[src/rtl/slfd_pkg.sv]
package slfd_pkg;

  localparam int unsigned QDEPTH = 2;
  localparam int unsigned QAW    = $clog2(QDEPTH);
  localparam int unsigned QCW    = $clog2(QDEPTH + 1);

  localparam logic [16:0] POS_MAX   = 17'h1FFFF;
  localparam logic [17:0] MIN_FRAME = 18'd8;
  localparam logic [31:0] CRC_POLY  = 32'hEDB88320;
  localparam logic [31:0] CRC_INIT  = 32'hFFFFFFFF;

  localparam logic [1:0] CFG_SYNC_FIRST  = 2'd0;
  localparam logic [1:0] CFG_SYNC_SECOND = 2'd1;
  localparam logic [1:0] CFG_MAX_LEN     = 2'd2;

  typedef enum logic [2:0] {
    ST_OK    = 3'd0,
    ST_SHORT = 3'd1,
    ST_SYNC  = 3'd2,
    ST_LEN   = 3'd3,
    ST_CRC   = 3'd4
  } status_t;

  typedef struct packed {
    logic [7:0]  sync_first;
    logic [7:0]  sync_second;
    logic [15:0] max_len;
  } cfg_t;

  // one classified byte, front to back
  typedef struct packed {
    logic [7:0]  data;
    logic        crc_upd;   // payload byte: feeds the CRC
    logic        emit;      // payload byte goes out
    logic        rcv_upd;   // byte of the trailing CRC
    logic [1:0]  rcv_idx;
    logic        last;
    logic        chk_crc;   // header checks passed, CRC decides
    status_t     pre_status;
    logic [15:0] len;
  } entry_t;

  function automatic logic [31:0] crc_byte(input logic [31:0] crc, input logic [7:0] b);
    logic [31:0] c;
    c = crc ^ {24'd0, b};
    for (int k = 0; k < 8; k++) begin
      c = c[0] ? ((c >> 1) ^ CRC_POLY) : (c >> 1);
    end
    return c;
  endfunction

endpackage

[src/rtl/slfd_front.sv]
module slfd_front (
  input  logic            clk,
  input  logic            rst_n,
  input  slfd_pkg::cfg_t  cfg,
  input  logic            accept,
  input  logic [7:0]      data_byte,
  input  logic            end_of_buffer,
  output slfd_pkg::entry_t entry
);
  import slfd_pkg::*;

  logic [16:0] pos_r, pos_nxt;
  logic [15:0] len_r, len_nxt;
  logic        sync_r, sync_nxt;

  logic [17:0] pos18, pay_end, crc_end, blen, need;
  logic [17:0] rcv_off;
  logic        pay, rcv;

  always_comb begin
    pos18    = {1'b0, pos_r};
    pay_end  = {2'b00, len_r} + 18'd4;
    crc_end  = {2'b00, len_r} + 18'd8;
    rcv_off  = pos18 - pay_end;
    sync_nxt = sync_r;
    len_nxt  = len_r;
    pay      = 1'b0;
    rcv      = 1'b0;
    priority if (pos_r == 17'd0) begin
      sync_nxt = (data_byte == cfg.sync_first);
    end else if (pos_r == 17'd1) begin
      sync_nxt = sync_r && (data_byte == cfg.sync_second);
    end else if (pos_r == 17'd2) begin
      len_nxt[7:0] = data_byte;
    end else if (pos_r == 17'd3) begin
      len_nxt[15:8] = data_byte;
    end else if (pos18 < pay_end) begin
      pay = 1'b1;
    end else if (pos18 < crc_end) begin
      rcv = 1'b1;
    end
  end

  always_comb begin
    blen = pos18 + 18'd1;
    need = {2'b00, len_nxt} + 18'd8;
    entry.data    = data_byte;
    entry.crc_upd = pay;
    entry.emit    = pay && sync_r && (len_r <= cfg.max_len);
    entry.rcv_upd = rcv;
    entry.rcv_idx = rcv_off[1:0];
    entry.last    = end_of_buffer;
    entry.len     = len_nxt;
    entry.chk_crc = 1'b0;
    priority if (blen < MIN_FRAME) begin
      entry.pre_status = ST_SHORT;
    end else if (!sync_nxt) begin
      entry.pre_status = ST_SYNC;
    end else if ((len_nxt > cfg.max_len) || (need > blen)) begin
      entry.pre_status = ST_LEN;
    end else begin
      entry.pre_status = ST_OK;
      entry.chk_crc    = 1'b1;
    end
  end

  always_ff @(posedge clk) begin
    if (!rst_n) begin
      pos_r  <= '0;
      len_r  <= '0;
      sync_r <= 1'b1;
    end else if (accept) begin
      if (end_of_buffer) begin
        pos_r  <= '0;
        len_r  <= '0;
        sync_r <= 1'b1;
      end else begin
        pos_r  <= (pos_r == POS_MAX) ? pos_r : pos_r + 17'd1;
        len_r  <= len_nxt;
        sync_r <= sync_nxt;
      end
    end
  end

endmodule

[src/rtl/slfd_queue.sv]
module slfd_queue (
  input  logic             clk,
  input  logic             rst_n,
  input  logic             push,
  input  slfd_pkg::entry_t wr_entry,
  output logic             full,
  input  logic             pop,
  output logic             rd_valid,
  output slfd_pkg::entry_t rd_entry
);
  import slfd_pkg::*;

  entry_t         mem [QDEPTH];
  logic [QAW-1:0] wr_ptr_r, rd_ptr_r;
  logic [QCW-1:0] cnt_r;

  assign full     = (cnt_r == QCW'(QDEPTH));
  assign rd_valid = (cnt_r != '0);
  assign rd_entry = mem[rd_ptr_r];

  always_ff @(posedge clk) begin
    if (push) begin
      mem[wr_ptr_r] <= wr_entry;
    end
  end

  always_ff @(posedge clk) begin
    if (!rst_n) begin
      wr_ptr_r <= '0;
      rd_ptr_r <= '0;
      cnt_r    <= '0;
    end else begin
      if (push) wr_ptr_r <= wr_ptr_r + QAW'(1);
      if (pop)  rd_ptr_r <= rd_ptr_r + QAW'(1);
      unique case ({push, pop})
        2'b10:   cnt_r <= cnt_r + QCW'(1);
        2'b01:   cnt_r <= cnt_r - QCW'(1);
        default: cnt_r <= cnt_r;
      endcase
    end
  end

endmodule

[src/rtl/slfd_back.sv]
module slfd_back (
  input  logic             clk,
  input  logic             rst_n,
  input  logic             q_valid,
  input  slfd_pkg::entry_t q_entry,
  output logic             pop,
  output logic             out_valid,
  input  logic             out_stall,
  output logic             out_is_status,
  output logic [7:0]       out_payload_byte,
  output logic [2:0]       out_frame_status,
  output logic [15:0]      out_payload_len
);
  import slfd_pkg::*;

  logic [31:0] crc_r, rcv_r;
  logic [31:0] crc_new, rcv_new;
  logic        out_valid_r, pend_r;
  status_t     pend_status_r, status;
  logic [15:0] pend_len_r;
  logic        out_is_status_r;
  logic [7:0]  out_byte_r;
  status_t     out_status_r;
  logic [15:0] out_len_r;
  logic        out_free;

  assign out_free = !out_valid_r || !out_stall;
  assign pop      = q_valid && out_free && !pend_r;

  always_comb begin
    crc_new = q_entry.crc_upd ? crc_byte(crc_r, q_entry.data) : crc_r;
    rcv_new = rcv_r;
    if (q_entry.rcv_upd) begin
      unique case (q_entry.rcv_idx)
        2'd0: rcv_new[7:0]   = q_entry.data;
        2'd1: rcv_new[15:8]  = q_entry.data;
        2'd2: rcv_new[23:16] = q_entry.data;
        2'd3: rcv_new[31:24] = q_entry.data;
        default: rcv_new = rcv_r;
      endcase
    end
    if (q_entry.chk_crc) begin
      status = ((crc_new ^ CRC_INIT) != rcv_new) ? ST_CRC : ST_OK;
    end else begin
      status = q_entry.pre_status;
    end
  end

  always_ff @(posedge clk) begin
    if (!rst_n) begin
      crc_r <= CRC_INIT;
      rcv_r <= '0;
    end else if (pop) begin
      crc_r <= q_entry.last ? CRC_INIT : crc_new;
      rcv_r <= q_entry.last ? 32'd0 : rcv_new;
    end
  end

  always_ff @(posedge clk) begin
    if (!rst_n) begin
      out_valid_r <= 1'b0;
      pend_r      <= 1'b0;
    end else if (out_free) begin
      if (pend_r) begin
        out_valid_r <= 1'b1;
        pend_r      <= 1'b0;
      end else if (pop && (q_entry.emit || q_entry.last)) begin
        out_valid_r <= 1'b1;
        pend_r      <= q_entry.emit && q_entry.last;
      end else begin
        out_valid_r <= 1'b0;
      end
    end
  end

  always_ff @(posedge clk) begin
    if (out_free) begin
      if (pend_r) begin
        out_is_status_r <= 1'b1;
        out_byte_r      <= '0;
        out_status_r    <= pend_status_r;
        out_len_r       <= pend_len_r;
      end else if (pop && q_entry.emit) begin
        out_is_status_r <= 1'b0;
        out_byte_r      <= q_entry.data;
        out_status_r    <= ST_OK;
        out_len_r       <= '0;
        pend_status_r   <= status;
        pend_len_r      <= q_entry.len;
      end else if (pop && q_entry.last) begin
        out_is_status_r <= 1'b1;
        out_byte_r      <= '0;
        out_status_r    <= status;
        out_len_r       <= q_entry.len;
      end
    end
  end

  assign out_valid        = out_valid_r;
  assign out_is_status    = out_is_status_r;
  assign out_payload_byte = out_byte_r;
  assign out_frame_status = out_status_r;
  assign out_payload_len  = out_len_r;

endmodule

[src/rtl/sync_length_crc_deframer.sv]
// Sync / length / payload / CRC-32 deframer, one byte item per cycle while the queue has room.
// A byte's result is registered in the queue and then in the output stage.
// Throughput: one byte per cycle while the queue has room; a last byte that also carries
// payload yields two results and holds the back end until the second one is out.
// Reset (rst_n, synchronous, active low) clears frame state, queue and
// output, and sets sync bytes to 0 and maximum length to 65535.
module sync_length_crc_deframer (
  input  logic        clk,
  input  logic        rst_n,
  // byte input
  input  logic        in_valid,
  output logic        in_stall,
  input  logic [7:0]  in_data_byte,
  input  logic        in_end_of_buffer,
  // results
  output logic        out_valid,
  input  logic        out_stall,
  output logic        out_is_status,
  output logic [7:0]  out_payload_byte,
  output logic [2:0]  out_frame_status,
  output logic [15:0] out_payload_len,
  // configuration writes
  input  logic        cfg_we,
  input  logic [1:0]  cfg_index,
  input  logic [15:0] cfg_wdata
);
  import slfd_pkg::*;

  cfg_t   cfg_r;
  entry_t f_entry, q_entry;
  logic   in_accept, q_full, q_valid, q_pop;

  // Configuration registers; an index past the list is dropped.
  always_ff @(posedge clk) begin
    if (!rst_n) begin
      cfg_r.sync_first  <= 8'd0;
      cfg_r.sync_second <= 8'd0;
      cfg_r.max_len     <= 16'hFFFF;
    end else if (cfg_we) begin
      unique case (cfg_index)
        CFG_SYNC_FIRST:  cfg_r.sync_first  <= cfg_wdata[7:0];
        CFG_SYNC_SECOND: cfg_r.sync_second <= cfg_wdata[7:0];
        CFG_MAX_LEN:     cfg_r.max_len     <= cfg_wdata;
        default:         cfg_r             <= cfg_r;
      endcase
    end
  end

  // Front end: the queue being full is the only thing that stalls input.
  assign in_stall  = q_full;
  assign in_accept = in_valid && !q_full;

  // Front: byte position, header length and sync check; each item is
  // tagged as payload, CRC byte or ignored, with the header-side status.
  slfd_front u_front (
    .clk           (clk),
    .rst_n         (rst_n),
    .cfg           (cfg_r),
    .accept        (in_accept),
    .data_byte     (in_data_byte),
    .end_of_buffer (in_end_of_buffer),
    .entry         (f_entry)
  );

  // Short queue so front and back stall independently.
  slfd_queue u_queue (
    .clk      (clk),
    .rst_n    (rst_n),
    .push     (in_accept),
    .wr_entry (f_entry),
    .full     (q_full),
    .pop      (q_pop),
    .rd_valid (q_valid),
    .rd_entry (q_entry)
  );

  // Back: bytewise CRC, received CRC capture, final status and the
  // registered output stage.
  slfd_back u_back (
    .clk              (clk),
    .rst_n            (rst_n),
    .q_valid          (q_valid),
    .q_entry          (q_entry),
    .pop              (q_pop),
    .out_valid        (out_valid),
    .out_stall        (out_stall),
    .out_is_status    (out_is_status),
    .out_payload_byte (out_payload_byte),
    .out_frame_status (out_frame_status),
    .out_payload_len  (out_payload_len)
  );

endmodule

[config.mk]
export PLATFORM = sky130hd
export DESIGN_NAME = sync_length_crc_deframer
export DESIGN_NICKNAME = d
export VERILOG_FILES = /design/src/rtl/slfd_pkg.sv /design/src/rtl/slfd_front.sv /design/src/rtl/slfd_queue.sv /design/src/rtl/slfd_back.sv /design/src/rtl/sync_length_crc_deframer.sv
export SDC_FILE = /design/constraint.sdc
export NUM_CORES = 1
export LEC_CHECK = 0
export BUFFER_PORTS_ARGS = -buffer_cell sky130_fd_sc_hd__buf_2
export CORE_MARGIN = 4
export CORE_UTILIZATION = 60
export DETAILED_ROUTE_END_ITERATION = 10
export GPL_ROUTABILITY_DRIVEN = 0
export MAX_ROUTING_LAYER = met4
export PLACE_DENSITY = 0.78
export SLEW_MARGIN = 10
export SYNTH_ARGS = -nofsm -noshare
export SYNTH_HDL_FRONTEND = slang
export SYNTH_SLANG_ARGS = --single-unit
export TNS_END_PERCENT = 1
[constraint.sdc]
create_clock -name clk -period 7.56 [get_ports clk]
set_clock_uncertainty 0.1 [all_clocks]
set_input_delay 1.89 -clock clk [delete_from_list [all_inputs] [get_ports clk]]
set_output_delay 1.89 -clock clk [all_outputs]
set_load 0.05 [all_outputs]
# Word-level counts from Yosys, hierarchy flattened

Memories as Yosys holds them, arrays and structs flattened. A register that Yosys moved wholly into a read port is not among the register bits.
Index checks and enable logic that the tools add are counted.

Eq/ne operators: 16
Add/subtract/negate cells: 10
Bitwise logic cells: 11
Reduce and logical (&&, ||, !) cells: 29
$lt $le $gt $ge: 6
Multiplexer cells: 65

Operators with widths:

| cell                    | count |
|---|---|
| $mux W32                | 12 |
| $not A13 Y14            | 8 |
| $mux W16                | 6 |
| $mux W8                 | 9 |
| $add A16 B4 Y17 const B | 2 |
| $eq A17 B2 Y1 const B   | 2 |
| $lt A17 B17 Y1          | 2 |
| $mux W17                | 2 |
| $ne A32 B32 Y1          | 1 |
| $not A32 Y32            | 1 |
| $xor A32 B8 Y32         | 1 |
| $mux W1                 | 27 |
| $mux W3                 | 7 |
| $add A17 B1 Y18 const B | 1 |
| $gt A18 B18 Y1          | 1 |
| $lt A18 B4 Y1 const B   | 1 |
| $add A16 B3 Y17 const B | 1 |
| $add A17 B1 Y17 const B | 1 |
| $eq A17 B1 Y1 const B   | 1 |
| $eq A17 B17 Y1 const B  | 1 |
| $logic_not A17 Y1       | 1 |
| $eq A8 B8 Y1            | 2 |
| $gt A16 B16 Y1          | 1 |
| $le A16 B16 Y1          | 1 |
| other kinds (18)        | 45 |

Output and inout port bits: 30
Memory bits (writable): 68
Word-level logic and storage cells: 157
Memories: 1
Bits of input ports: 32
Register bits: 183

Memory list:

| name        | depth | bits a word | rd ports | clocked after memory_dff | wr ports | line             | source |
|---|---|---|---|---|---|---|---|
| u_queue.mem | 2     | 34          | 1        | 1                        | 1        | slfd_queue.sv:13 | `entry_t mem [QDEPTH];` |

# Logic depth before layout (Yosys ltp)

Gate-level depths: netlist of the first run.

Depth in word-level cells: 25
Depth in mapped cells: 22
Depth with buffers taken out: 20

# Cells and area by module

Synthesis of the first run repeated with hierarchy kept, for this count alone.

Cells, all modules: 1534
Area, all modules: 15775.1 µm²

Modules (own cells, without submodules):

| module                   | sequential area each (µm²) | cells each | instances | area an instance (µm²) |
|---|---|---|---|---|
| slfd_back                | 2732.6                     | 629        | 1         | 6762.7 |
| slfd_front               | 680.7                      | 640        | 1         | 5018.6 |
| slfd_queue               | 2142.1                     | 128        | 1         | 2663.8 |
| sync_length_crc_deframer | 640.6                      | 137        | 1         | 1330.0 |

# Worst setup path after synthesis of the first run

OpenSTA, ideal clock, no wires.

Kind: flip-flop to flip-flop
From: register u_front.pos_r[12]
To: memory u_queue.mem[0][16] (netlist name), data pin
Path buffers: 2
Arrival: 4.798 ns
Path slack: 2.398 ns
Setup time: 0.264 ns
Data required time: 7.196 ns
Clock period less this slack: 5.162 ns
Cell stages (with the launch flop): 23
Path through: dfxtp_1 > clkbuf_1 > nor4_1 > nand4_1 > nor4_4 > nor4b_4 > clkbuf_1 > mux2i_1 > inv_1 > ha_1 > nand2_1 > or4_1 > or4_1 > nor2_1 > xnor2_1 > ha_1 > and4_1 > o31a_1 > o31ai_1 > a21oi_1 > o21ai_0 > nor3b_1 > o31ai_1

RTL lines:

| item                     | line             | source |
|---|---|---|
| start: declaration       | slfd_front.sv:12 | `logic [16:0] pos_r, pos_nxt;` |
| start signal: assignment | slfd_front.sv:78 | `pos_r <= (pos_r == POS_MAX) ? pos_r : pos_r + 17'd1;` |
| end: declaration         | slfd_queue.sv:13 |  |

==> results of run 1 <==
[power by group]
part | switching [mW] | internal [mW]
clock | 0.548 | 0.827
combinational | 2.01 | 1.42
sequential | 0.175 | 1.73
[area by class of cell]
class | instances | area (um2)
clock buffer | 31 | 690.7
sequential | 250 | 6137
multi-input combinational | 1103 | 8526
fill | 1891 | 7953
tap | 324 | 405.4
clock inverter | 18 | 227.7
timing repair buffer | 77 | 425.4
inverter | 64 | 240.2
[tightest hold or removal path: cells and delay by family, from the launching register on]
family | cells | cell delay, ns
AOI/OAI and AO/OA | 1 | 0.07
and+or+nand+nor | 1 | 0.05
DFF | 1 | 0.31
[path summary, 6_finish.rpt]
check	from	endpoint	slack [ns]	cells after the start
worst min-delay path	u_back.rcv_r[20]	u_back.rcv_r[20]	0.38	2
worst max register to register	u_front.pos_r[2]	u_queue.mem[0][16]	1.58	20
worst min register to register	u_back.rcv_r[20]	u_back.rcv_r[20]	0.38	2
worst max-delay path	u_front.pos_r[2]	u_queue.mem[0][16]	1.58	20
[per-layer routing]
metal  GRT usage, %  share of wire (%)  wire (um)
met1          41.21                 43      17180
met2          41.49                 43      17170
met3          4.812                 10       4068
met4          7.826                2.8       1106
met5              -                  0          0
[per-stage QoR]
| stage | area, um2 | cells | power [mW] |
|---|---|---|---|
| 2_1_floorplan | 15170 | 1487 | 4.564 |
| 3_3_place_gp | 15730 | 1818 | 5.231 |
| 3_5_place_dp | 15730 | 1818 | 5.297 |
| 4_1_cts | 16650 | 1867 | 6.669 |
| 5_1_grt | 16650 | 1867 | 7.010 |
| 6_report | 16650 | 1867 | 6.712 |
[logic make-up after synthesis]
logic type	count (synthesis)	synth area share, %
muxes	95	7.083
buffers and inverters	134	3.562
adders and majority gates	90	7.405
and+or+nand+nor	445	14.87
AOI/OAI and AO/OA	295	13.09
xor gates and xnor gates	178	13.55
DFF	250	40.44
[sequential cells by signal, summed over array words and instances, names as in the netlist, 2 cells and up, named ones only]
name and flops:
u_back.out_payload_len 16, u_back.out_frame_status 3, u_back.crc_r 32, u_queue.mem 66
cfg_r 32, u_back.pend_status_r 3, u_back.out_payload_byte 8, u_front.pos_r 17
u_queue.cnt_r 2, u_back.rcv_r 32, u_front.len_r 16, u_back.pend_len_r 16
[Yosys cell counts, types with 5 or more instances]
cell type,n
nand2_1,151
dfxtp_1,137
edfxtp_1,113
ha_1,89
nor2_1,83
xnor2_1,78
o21ai_0,66
xor2_1,65
inv_1,63
nor2b_1,57
mux2i_1,54
clkbuf_1,52
a22oi_1,47
o211ai_1,43
a21oi_1,40
nand3_1,33
mux2_2,31
o21a_1,24
nand4_1,23
xnor3_1,21
nor3_1,16
a21o_1,15
nor4_1,13
and3_1,12
buf_1,10
a21boi_0,8
a31oi_1,8
and4_1,8
and2_1,7
nand2b_1,7
nand3b_1,7
xnor2_4,6
mux2i_4,5
o22ai_1,5
==> results.md, run 1 <==
- # rows: 57
- Status: completed
- Vias in the first global route: 11.14k
- Clk buf depth: 3
- RSZ-0062 raised after global routing: no
- Hold slack: 0.3777 ns
- Worst setup margin: 1.582 ns
- Full die area: 27900 um2
- Pre-CTS setup slack: 1.682 ns
- Synth Flop Type: dfxtp_1
- Max Slew Vio Count: 0
- PwrDens: 403.1 nW/um2
- CTS root buffer: clkbuf_16
- Grt ovf: 0
- Critical path data required time: 7.73 ns
- Routed WL: 39530 um
- Synth top area cells: edfxtp_1, dfxtp_1, ha_1
- Layout cells sized above 1: 12.31%
- Period utilization: 79.07%
- P_leak: 6.876 nW
- Worst path max stage delay: 0.78 ns
- Global-route wire length before repair: 62330 um
- Synthesized net count: 1608
- Post-DRT Antenna Nets: 0
- Most frequent cells in the layout: nand2_1, dfxtp_1, edfxtp_1
- Area growth syn-to-layout: 9.747%
- PostCTS Resize Cnt: 0
- CP Cell Sequence: nor4_2 > nand4_1 > nor4_4 > nor4b_4 > mux2i_1 > inv_1 > ha_1 > nand2_1 > or4_1 > or4_1 > nor2_1 > xnor2_1 > ha_1 > and4_1 > o31a_1 > o31ai_1 > a21oi_1 > o21ai_0 > nor3b_1 > o31ai_1
- Worst EP arrival: 6.14 ns
- Min-delay worst type: flop to flop
- Sequential-to-total area share from yosys stat: 40.44%
- Peak Freq: 0.1673 GHz
- Vias post-DR: 11.73k
- Post-synth ARST share: 0%
- Synth warnings: 0
- Number of max-cap violations: 0
- Setup TNS: 0 ns
- Actual transition at the worst max-transition pin: 1.333 ns
- CP Buf/Inv Count: 1
- H-tree Lvls: 1
- I/O Pins: 62
- Slowest-stage cell, CP: nor4b_4
- WS Path Type: flop to flop
- # clock sinks: 250
- Post-synth EDFFs: 113
- CP delay by family, top: simple AND/OR/NAND/NOR gates
- Crit path capture type: flop
- TritonCTS clock tree: done
- Post-Syn Area: 15170 um2
- Fin. Hold Viols: 0
- Unique masters post-synth: 83
- Vias/cell: 6.284
- Mapped Cells: 1487
- Initial antenna violation count: 0
- Crit path max fanout: 14
- Synth area leader: edfxtp_1
- Core area: 24600 um2
- Final Util: 67.68%
- Pre-Repair DR Iteration Count: 6
- DIE WIDTH: 167.0 um
- DRT iter0 DRCs: 1346
- Cts bufs inserted: 27
- Post-synthesis register bit count: 250
- Setup bufs post-CTS: 0
- ANT cells: 0
- Clock slew at reported path FFs: 0.07 ns
- Pin count of the biggest net entering global routing: 77
- Final Setup Violations: 0
- Chip height: 167.0 um
- DP HPWL: 28590 um
- Drt wl/cell: 21.17 um
- Commonest non-fill, non-tap cell in the layout: nand2_1
- Startpoint types: flop
- Input/output buffers: 61
- Nets: 1644
- Peak VDD IR: 0.0003459 V
- Total GRT Usage: 28.44%
- Tmin final: 5.978 ns
- Initial Util: 61.67%
- Cts hold-fix bufs: 0
- Mean Syn Cell Area: 10.20 um2
- Skew-Pair Late Insertion Delay: 0.54 ns
- Drt drc: 0
- Post-synth top area share: 22.36%
- Worst relative slew slack: 10.55%
(Power assumes the default switching activity.)
==> run 2, diff against run 1 <==
Settings changed: ABC_AREA from default to 1.
Clock period 7.56 ns to 6.2 ns, I/O delays scaled along.
==> run 2 against run 1 <==
Against the previous run: synthesized cell count rose by 43%; register-to-register slack improved by 0.20 ns; clock-buffer cell count up 3; sequential share of layout area down 0.85 points; via count increased by 26%; critical path depth grew 3; largest cell class unchanged; highest routed layer unchanged.
==> results.md, run 2 <==
- Status: completed
- Setup bufs post-CTS: 0
- Area growth syn-to-layout: 9.538%
- Total GRT Usage: 30.58%
- Global-route wire length before repair: 69120 um
- Core area: 25330 um2
- Unique masters post-synth: 53
- Synth Flop Type: dfxtp_1
- Post-synth ARST share: 0%
- Setup TNS: 0 ns
- Synth warnings: 0
- Clk buf depth: 3
- Synth top area cells: edfxtp_1, nand2_1, dfxtp_1
- Peak Freq: 0.2263 GHz
- Vias post-DR: 14.77k
- CTS root buffer: clkbuf_16
- Most frequent cells in the layout: nand2_1, inv_1, nand3_1
- Crit path capture type: flop
- TritonCTS clock tree: done
- Drt drc: 0
- # rows: 58
- # clock sinks: 250
- R2R depth: 23
- Post-DRT Antenna Nets: 0
- Critical path data required time: 6.40 ns
- Nets: 2294
- Fin. Hold Viols: 0
- Tmin final: 4.419 ns
- Peak VDD IR: 0.0003909 V
- WS Path Type: flop to flop
- Vias/cell: 5.851
- Mean Syn Cell Area: 7.294 um2
- Cts bufs inserted: 27
- Period utilization: 71.28%
- DP HPWL: 31410 um
- Max Slew Vio Count: 0
- Initial Util: 61.43%
- Grt ovf: 0
- Hold Startpoint: cfg_r[16]
- Hold Path Cell Cnt: 2
- P_leak: 8.148 nW
- Post-synthesis register bit count: 250
- DIE WIDTH: 169.0 um
- Reg2reg start: u_front.pos_r[12]
- Chip height: 169.0 um
- Count leader, synth: nand2_1
- Post-synth top area share: 21.81%
- Reg2reg setup slack: 1.78 ns
- Synth area leader: edfxtp_1
- Max FFs per register: 66
- Pre-CTS setup slack: 1.456 ns
- Worst EP arrival: 4.62 ns
- ANT cells: 0
- PostCTS Resize Cnt: 0
- Routed WL: 43070 um
- Sequential-to-total area share from yosys stat: 39.44%
- Synth cell count leaders: nand2_1, inv_1, nand3_1
- Number of max-cap violations: 0
- I/O Pins: 62
- Cts hold-fix bufs: 0
- Crit path max fanout: 7
- Final Setup Violations: 0
- Synthesized net count: 2254
- Worst setup margin: 1.781 ns
- Layout cells sized above 1: 9.572%
- Hold EP: cfg_r[16]
- Full die area: 28570 um2
- Reg-to-reg critical path endpoint: u_queue.mem[1][17]
- Fillers: 2135
- Skew-Pair Late Insertion Delay: 0.55 ns
- Worst relative slew slack: 24.10%
- PwrDens: 485.1 nW/um2
- Post-synth EDFFs: 113
- DRT iter0 DRCs: 1834
- Input/output buffers: 61
- Top reg by flops: u_queue.mem
- H-tree Lvls: 1
- Actual transition at the worst max-transition pin: 1.137 ns
- Pin count of the biggest net entering global routing: 68
- Pre-Repair DR Iteration Count: 6
- Vias in the first global route: 13.58k
- Initial antenna violation count: 0
- Clock slew at reported path FFs: 0.07 ns
- Startpoint types: flop
- Commonest non-fill, non-tap cell in the layout: nand2_1
- Min-delay worst type: flop to flop
- Drt wl/cell: 17.06 um
- RSZ-0062 raised after global routing: no
- Post-Syn Area: 15560 um2
- Mapped Cells: 2133
[run 2: cell count changes after synthesis, sizes merged, moves of 20 or more]
cell,change
nand2,+640
inv,+178
nand3,+136
a21oi,+77
xnor2,-70
mux2i,-60
nor2b,-57
a22oi,-45
mux2,-34
xor2,-27
nor2,+22
o21a,-21
xnor3,-21
o21ai,+20
[run 2: worst max-delay path by stage]
| stage | startpoint | slack, ns | cells after the start | to |
|---|---|---|---|---|
| final | u_front.pos_r[12] | 1.78 | 23 | u_queue.mem[1][17] |
| after global routing | u_front.pos_r[12] | 1.41 | 23 | u_queue.mem[1][17] |
| after CTS | u_front.pos_r[12] | 1.85 | 23 | u_queue.mem[1][17] |
| after detailed placement | in_data_byte[4] | 1.46 | 19 | u_queue.mem[0][17] |
| after global placement | in_data_byte[4] | 1.59 | 19 | u_queue.mem[0][17] |
| after floorplan | out_stall | 1.33 | 9 | u_back.out_frame_status[0] |
[run 2: kinds of logic (layout without fill, tap and decap cells)]
| family | after synthesis | in the layout | synth area share [%] |
|---|---|---|---|
| XOR/XNOR | 57 | 57 | 3.209 |
| buffers and inverters | 305 | 366 | 7.713 |
| adder cells (fa/ha/maj) | 89 | 89 | 7.158 |
| flip-flops | 250 | 250 | 39.44 |
| AO/OA/AOI/OAI | 297 | 297 | 11.52 |
| AND/OR/NAND/NOR | 1134 | 1134 | 30.90 |
| multiplexers | 1 | 1 | 0.06434 |
[run 2: final cells by class]
| cell class | count | area, um2 | area share [%] |
|---|---|---|---|
| multi-input cells | 1578 | 8249 | 48.41 |
| repair buffers | 74 | 402.9 | 2.364 |
| inverters | 242 | 908.4 | 5.330 |
| clock inverters | 16 | 158.9 | 0.9325 |
| well taps | 330 | 412.9 | 2.423 |
| clock buffers | 34 | 773.2 | 4.537 |
| flip-flops and latches | 250 | 6136 | 36.01 |
[run 2: power by group]
group | total (mW) | switching, mW | internal (mW)
registers | 2.32 | 0.174 | 2.15
logic | 4.28 | 3.14 | 1.13
clock network | 1.67 | 0.693 | 0.974
total | 8.27 | 4.01 | 4.26
[run 2: metrics by stage]
step	hold WS [ns]	std cells	util [%]	power (mW)	instance area, um2
after floorplan	0.3257	2133	-	5.474	15560
final	0.3565	2524	67.29	8.267	17040
after detailed placement	0.3477	2474	63.61	6.490	16110
after global placement	0.3367	2474	63.61	6.384	16110
after global routing	0.3784	2524	67.29	8.828	17040
after CTS	0.3605	2524	67.29	8.171	17040
[run 2: worst max-delay path: stages, from the launching register on]
cell and delay, ns:
dfxtp_1 0.43, inv_1 0.17, nand3_1 0.14, nor2_4 0.24, nand4_2 0.24, o2111ai_2 0.23
o21ai_0 0.25, inv_1 0.22, ha_1 0.17, inv_1 0.07, nor2_2 0.26, nand2_1 0.16
nor3_2 0.16, xor2_1 0.18, ha_1 0.27, nand2_1 0.11, o21bai_1 0.12, a21oi_1 0.07
a211oi_1 0.19, nand3_1 0.09, nand2_1 0.09, nand3_1 0.10, nand2_1 0.08, inv_1 0.05
[run 2: layer usage]
layer / routed length (um) / share of wire (%) / global-route usage [%] / vias to the layer above
li1: - / - / - / 7110
met1: 18110 / 42 / 42.11 / 6764
met2: 18770 / 44 / 46.63 / 778
met3: 4905 / 11 / 5.395 / 116
met4: 1285 / 3.0 / 9.100 / 0
met5: 0 / 0 / - / -
